File: config.mk
export PLATFORM = sky130hd
export DESIGN_NAME = vaad_div
export DESIGN_NICKNAME = d
export VERILOG_FILES = /design/src/design/assert_macros.svh /design/src/design/vaad_pkg.sv /design/src/design/vaad_div.sv
export SDC_FILE = /design/constraint.sdc
export NUM_CORES = 1
export LEC_CHECK = 0
export ABC_AREA = 1
export BUFFER_PORTS_ARGS = -buffer_cell sky130_fd_sc_hd__buf_2
export CELL_PAD_IN_SITES_DETAIL_PLACEMENT = 2
export CELL_PAD_IN_SITES_GLOBAL_PLACEMENT = 2
export CORE_MARGIN = 8
export CORE_UTILIZATION = 33
export CTS_CLUSTER_DIAMETER = 100
export DETAILED_ROUTE_END_ITERATION = 16
export GPL_TIMING_DRIVEN = 0
export PLACE_DENSITY = 0.8
export SYNTH_ARGS = -nofsm -noshare
export SYNTH_HDL_FRONTEND = slang
export SYNTH_SLANG_ARGS = --single-unit
File: constraint.sdc
create_clock -name clk -period 2.7 [get_ports clk]
set_input_delay 0.27 -clock clk [delete_from_list [all_inputs] [get_ports clk]]
set_output_delay 0.27 -clock clk [all_outputs]
set_load 0.01 [all_outputs]
File: src/design/assert_macros.svh
// ----------------------------------------------------------------------------
// Assertion macros
// Shared property templates for the vertical area-average downscaler checks.
// ----------------------------------------------------------------------------
`ifndef ASSERT_MACROS_SVH
`define ASSERT_MACROS_SVH

// Same-cycle implication, disabled while reset is asserted.
`define VAAD_ASSERT_IMP(lbl, ck, rn, ante, cons) \
	lbl: assert property (@(posedge ck) disable iff (!rn) (ante) |-> (cons)) \
		else $error("vaad: same-cycle check failed");

// Next-cycle implication, disabled while reset is asserted.
`define VAAD_ASSERT_NXT(lbl, ck, rn, ante, cons) \
	lbl: assert property (@(posedge ck) disable iff (!rn) (ante) |=> (cons)) \
		else $error("vaad: next-cycle check failed");

`endif

File: src/design/vaad_pkg.sv
// ----------------------------------------------------------------------------
// vaad_pkg
// Widths, register indexes and shared types of the vertical downscaler.
// ----------------------------------------------------------------------------
package vaad_pkg;

	localparam int DEF_MAX_WIDTH  = 1024;
	localparam int DEF_MAX_HEIGHT = 4096;

	// Configuration port
	localparam int CFG_IDX_W  = 2;
	localparam int CFG_DATA_W = 13;
	localparam int HEIGHT_W   = 13;
	localparam int LWIDTH_W   = 11;

	localparam logic [CFG_IDX_W-1:0] REG_SRC_HEIGHT  = 2'd0;
	localparam logic [CFG_IDX_W-1:0] REG_DEST_HEIGHT = 2'd1;
	localparam logic [CFG_IDX_W-1:0] REG_LINE_WIDTH  = 2'd2;

	// Pixel and result fields
	localparam int NCH       = 3;
	localparam int CH_W      = 8;
	localparam int IN_DATA_W = 32;
	localparam int ROW_W     = HEIGHT_W;
	localparam int POS_W     = 2 * HEIGHT_W;
	localparam int QUO_W     = CH_W;
	localparam int OUT_ROW_W = 12;
	localparam int OUT_COL_W = 10;
	localparam int OUT_DATA_W = 48;

	typedef struct packed {
		logic busy;
		logic done;
	} div_stat_t;

endpackage

File: src/design/vaad_div.sv
// ----------------------------------------------------------------------------
// vaad_div
// Three-lane restoring divider, one quotient bit per cycle, shared divisor.
// ----------------------------------------------------------------------------
module vaad_div import vaad_pkg::*; #(
	parameter int ACC_W = 20
) (
	input  logic                            clk,
	input  logic                            arst_n,
	input  logic                            start,
	input  logic [NCH-1:0][ACC_W-1:0]       dividend,
	input  logic [ROW_W-1:0]                divisor,
	output div_stat_t                       stat,
	output logic [NCH-1:0][QUO_W-1:0]       quotient
);

	localparam int TRIAL_W = ROW_W + QUO_W - 1;
	localparam int CMP_W   = (TRIAL_W > ACC_W) ? TRIAL_W + 1 : ACC_W + 1;
	localparam int CNT_W   = $clog2(QUO_W);

	logic [NCH-1:0][ACC_W-1:0] rem_q;
	logic [NCH-1:0][QUO_W-1:0] quo_q;
	logic [TRIAL_W-1:0]        trial_q;
	logic [CNT_W-1:0]          cnt_q;
	logic                      busy_q;
	logic                      done_q;

	always_ff @(posedge clk or negedge arst_n) begin
		if (!arst_n) begin
			busy_q <= 1'b0;
			done_q <= 1'b0;
			cnt_q  <= '0;
		end else if (start) begin
			busy_q <= 1'b1;
			done_q <= 1'b0;
			cnt_q  <= CNT_W'(QUO_W - 1);
		end else if (busy_q) begin
			cnt_q <= cnt_q - 1'b1;
			if (cnt_q == '0) begin
				busy_q <= 1'b0;
				done_q <= 1'b1;
			end
		end
	end

	// The sum never exceeds 255 times the divisor, so eight quotient bits suffice.
	always_ff @(posedge clk) begin
		if (start) begin
			rem_q   <= dividend;
			quo_q   <= '0;
			trial_q <= {divisor, {(QUO_W-1){1'b0}}};
		end else if (busy_q) begin
			trial_q <= trial_q >> 1;
			for (int i = 0; i < NCH; i++) begin
				if (CMP_W'(rem_q[i]) >= CMP_W'(trial_q)) begin
					rem_q[i] <= ACC_W'(CMP_W'(rem_q[i]) - CMP_W'(trial_q));
					quo_q[i] <= {quo_q[i][QUO_W-2:0], 1'b1};
				end else begin
					quo_q[i] <= {quo_q[i][QUO_W-2:0], 1'b0};
				end
			end
		end
	end

	assign stat.busy = busy_q;
	assign stat.done = done_q;
	assign quotient  = quo_q;

endmodule

==> insert_results.sql <==
INSERT INTO impl_metrics (metric_group, metric, value, unit) VALUES
('final_layout', 'multi_input_combinational_cell_area', '4544', 'µm²'),
('synth', 'synth_fp_nets', '1301', ''),
('synth', 'synth_adder_area_share', '10.31', '%'),
('critical_path', 'r2r-start', 'trial_q[13]$_DFFE_PP_', ''),
('pwr', 'max-vdd-ir-drop', '0.4297', 'mV'),
('critical_path', 'critical_path.most_common_cell', 'nand2_1', ''),
('cts', 'tritoncts', 'yes', ''),
('global_routing', 'overflow', '0', ''),
('pwr', 'pwr-share-comb', '60.6', '%'),
('timing', 'max_fclk', '381.6', 'MHz'),
('cts', 'clock_tree.root_cell', 'clkbuf_16', ''),
('pwr', 'power.switching', '5.486', 'mW'),
('global_routing', 'grt_pass1_vias', '9211', ''),
('synth', 'synth_xor_xnor_area_share', '1.080', '%'),
('pwr', 'share_seq_of_total_power', '25.3', '%'),
('placed_design', 'dp_worst_setup_slack', '-0.6780', 'ns'),
('final_layout', 'fin_nets', '1418', ''),
('synth', 'syn-instance-count', '1160', ''),
('global_routing', 'grt_max_degree', '25', ''),
('floorplanning', 'num_io_pins', '102', ''),
('synth', 'synthDistinctLibCells', '37', ''),
('cts', 'tritoncts_num_sinks', '109', ''),
('critical_path', 'path_delay_family', 'simple AND/OR/NAND/NOR gates', ''),
('final_layout', 'commonest_cells_after_routing_fill_and_taps_aside', 'nand2_1 (416), inv_1 (151), buf_2 (111)', ''),
('critical_path', 'worst_r2r_path_depth', '10', ''),
('final_layout', 'final.fill_count', '2942', ''),
('critical_path', 'critical_path_peak_fanout', '10', ''),
('timing', 'finalCritPeriodShare', '97.05', '%'),
('synth', 'synth_compound_gate_area_share', '9.290', '%'),
('critical_path', 'critical_path.reg2reg.endpoint', 'rem_q[42]$_DFFE_PP_', ''),
('synth', 'async_flop_share', '4.587', '%'),
('floorplanning', 'floorplan.die.width', '172.7', 'µm'),
('critical_path', 'worst_path_max_delay_cell', 'ha_1', ''),
('timing', 'setup_violations_final', '0', ''),
('hold_path', 'worst_hold_path.num_cells', '3', ''),
('routing', 'drt_wl_total', '32400', 'µm'),
('global_routing', 'gr-usage-all-layers', '21.13', '%'),
('placed_design', 'globalplace.congestion', '0.8463', ''),
('synth', 'synth.yosys.seq_area_share', '36.23', '%'),
('placed_design', 'detail_placement_hpwl', '25070', 'µm'),
('critical_path', 'setup.worst_path.class', 'register to register', ''),
('synth', 'ys.flop_type', 'edfxtp_1', ''),
('floorplanning', 'floorplan.die_area', '29840', 'µm²'),
('critical_path', 'endpoint', 'rem_q[42]$_DFFE_PP_', ''),
('synth', 'synth_simple_gate_area_share', '34.12', '%'),
('final_layout', 'antenna_cells_inserted', '0', ''),
('synth', 'yosys-mux-area-fraction', '0', '%'),
('placed_design', 'numPortBuffers', '100', ''),
('global_routing', 'grt.busiest_layer', 'met2', ''),
('floorplanning', 'rows', '57', ''),
('cts', 'ctsHtreeMaxLevel', '3', ''),
('final_layout', 'sequential_cell_area', '2938', 'µm²'),
('routing', 'via_per_inst', '5.123', ''),
('final_layout', 'layout-drive-gt1-share', '15.76', '%'),
('critical_path', 'r2r_setup_slk', '0.08', 'ns'),
('critical_path', 'required_time_worst_endpoint', '2.77', 'ns'),
('pwr', 'cellPowerDensity', '1145', 'nW/µm²'),
('timing', 'fin_crit_period', '2.620', 'ns'),
('cts', 'clkSlewWorstSetupHoldPaths', '0.10', 'ns'),
('synth', 'synth_top_family_by_area', 'simple AND/OR/NAND/NOR gates', ''),
('critical_path', 'critical-path-max-stage-delay', '0.45', 'ns'),
('synth', 'syn-cell-area', '8108', 'µm²'),
('cts', 'cts_buffer_depth', '2', ''),
('pwr', 'static-leakage-power', '4.658', 'nW'),
('run_status', 'run_status', 'finished clean', ''),
('critical_path', 'setup.worst_path.start_class', 'register', ''),
('cts', 'clock_latency', '0.37', 'ns'),
('timing', 'slew-limit-headroom', '36.50', '%'),
('timing', 'grt_setup_unrepaired', 'true', ''),
('global_routing', 'grt_pass1_wl', '50020', 'µm'),
('global_routing', 'grt_antenna_before_repair', '0', '');
[state kept, by name, indices dropped and copies added, names as in the netlist]
signal and flops:
cnt_q 3, done_q 1, busy_q 1, quotient 24, trial_q 20, rem_q 60
[routing by layer]
layer | routed length, µm | share of wire [%]
met4 | 970 | 3.0
met5 | 0 | 0
met1 | 14230 | 44
met3 | 1117 | 3.4
met2 | 16080 | 50
[power by group through the flow]
stage / Combinational (mW) / Sequential (mW) / Clock [mW]
6_report: 6.58 / 2.74 / 1.54
5_1_grt: 7.40 / 2.80 / 1.63
4_1_cts: 6.46 / 2.75 / 1.57
3_5_place_dp: 6.34 / 2.80 / 0
3_3_place_gp: 6.00 / 2.77 / 0
2_1_floorplan: 4.54 / 2.72 / 0
[cells in the mapped netlist, types with 4 or more instances]
library cell / n / area (µm²)
or2_2: 8 / 50.05
o21bai_1: 4 / 30.03
o21ai_0: 50 / 250.2
dfrtp_1: 5 / 125.1
buf_2: 11 / 55.05
xnor2_1: 9 / 78.83
nand2_1: 420 / 1577
clkbuf_1: 6 / 22.52
a21oi_1: 52 / 260.3
nand4_1: 7 / 43.79
nor2_1: 82 / 307.8
a21oi_2: 4 / 35.03
ha_1: 62 / 775.7
nor3_1: 10 / 50.05
dfxtp_1: 31 / 620.6
o22ai_1: 21 / 131.4
nor3_2: 4 / 40.04
inv_2: 9 / 33.78
nand2_2: 16 / 100.1
nand3b_1: 9 / 67.56
inv_1: 155 / 581.8
edfxtp_1: 73 / 2192
nand3_1: 78 / 390.4
nor2_2: 7 / 43.79
and2_1: 4 / 25.02
[area by class of cell]
class                   count  share of cell area (%)
inverters                 164                   6.651
multi-input cells         868                   47.93
clock buffers               9                   2.375
repair buffers            103                   5.542
flip-flops and latches    109                   30.98
clock inverters             7                   1.069
plain buffers              22                   1.174
well taps                 324                   4.276
[logic make-up after synthesis]
family | count (synthesis)
AO/OA/AOI/OAI | 137
XOR/XNOR | 10
adder cells (fa/ha/maj) | 65
buffers and inverters | 186
flip-flops | 109
AND/OR/NAND/NOR | 653
[worst min-delay path: cells and delay by family]
| family | cells | cell delay, ns |
|---|---|---|
| buffers and inverters | 1 | 0.08 |
| and+or+nand+nor | 2 | 0.09 |
[what timing repair did]
| action | 4_1_cts | 5_1_grt |
|---|---|---|
| setup buffers | 0 | 2 |
| endpoints found under the hold margin | 5 | 0 |
| pin swaps | 0 | 4 |
| resized for setup | 7 | 12 |
| hold buffers | 1 | 0 |
| endpoints found under the setup margin | 60 | 60 |
| gates cloned | 0 | 3 |
[how the worst min path moves through the flow]
| stage | startpoint | endpoint | slack, ns |
|---|---|---|---|
| after detailed placement | arst_n | done_q$_DFFE_PN0P_ | 0.09 |
| after CTS | dividend[54] | rem_q[54]$_DFFE_PP_ | 0.15 |
| final | dividend[49] | rem_q[49]$_DFFE_PP_ | 0.16 |
| after floorplan | arst_n | busy_q$_DFF_PN0_ | -0.03 |
| after global routing | dividend[49] | rem_q[49]$_DFFE_PP_ | 0.16 |
| after global placement | arst_n | done_q$_DFFE_PN0P_ | 0.09 |
[per-stage QoR]
step	utilization [%]	hold WS [ns]	std cells	setup TNS (ns)	instance area, µm²
floorplan	-	-0.02559	1160	0	8108
global placement	37.17	0.09436	1584	-31.81	9014
detailed placement	37.17	0.09385	1584	-36.62	9014
CTS	38.71	0.1540	1601	-1.052	9387
global route	39.10	0.1559	1606	-1.336	9482
finish	39.10	0.1644	1606	0	9482
Note: power is estimated with default switching activity, not from simulation.
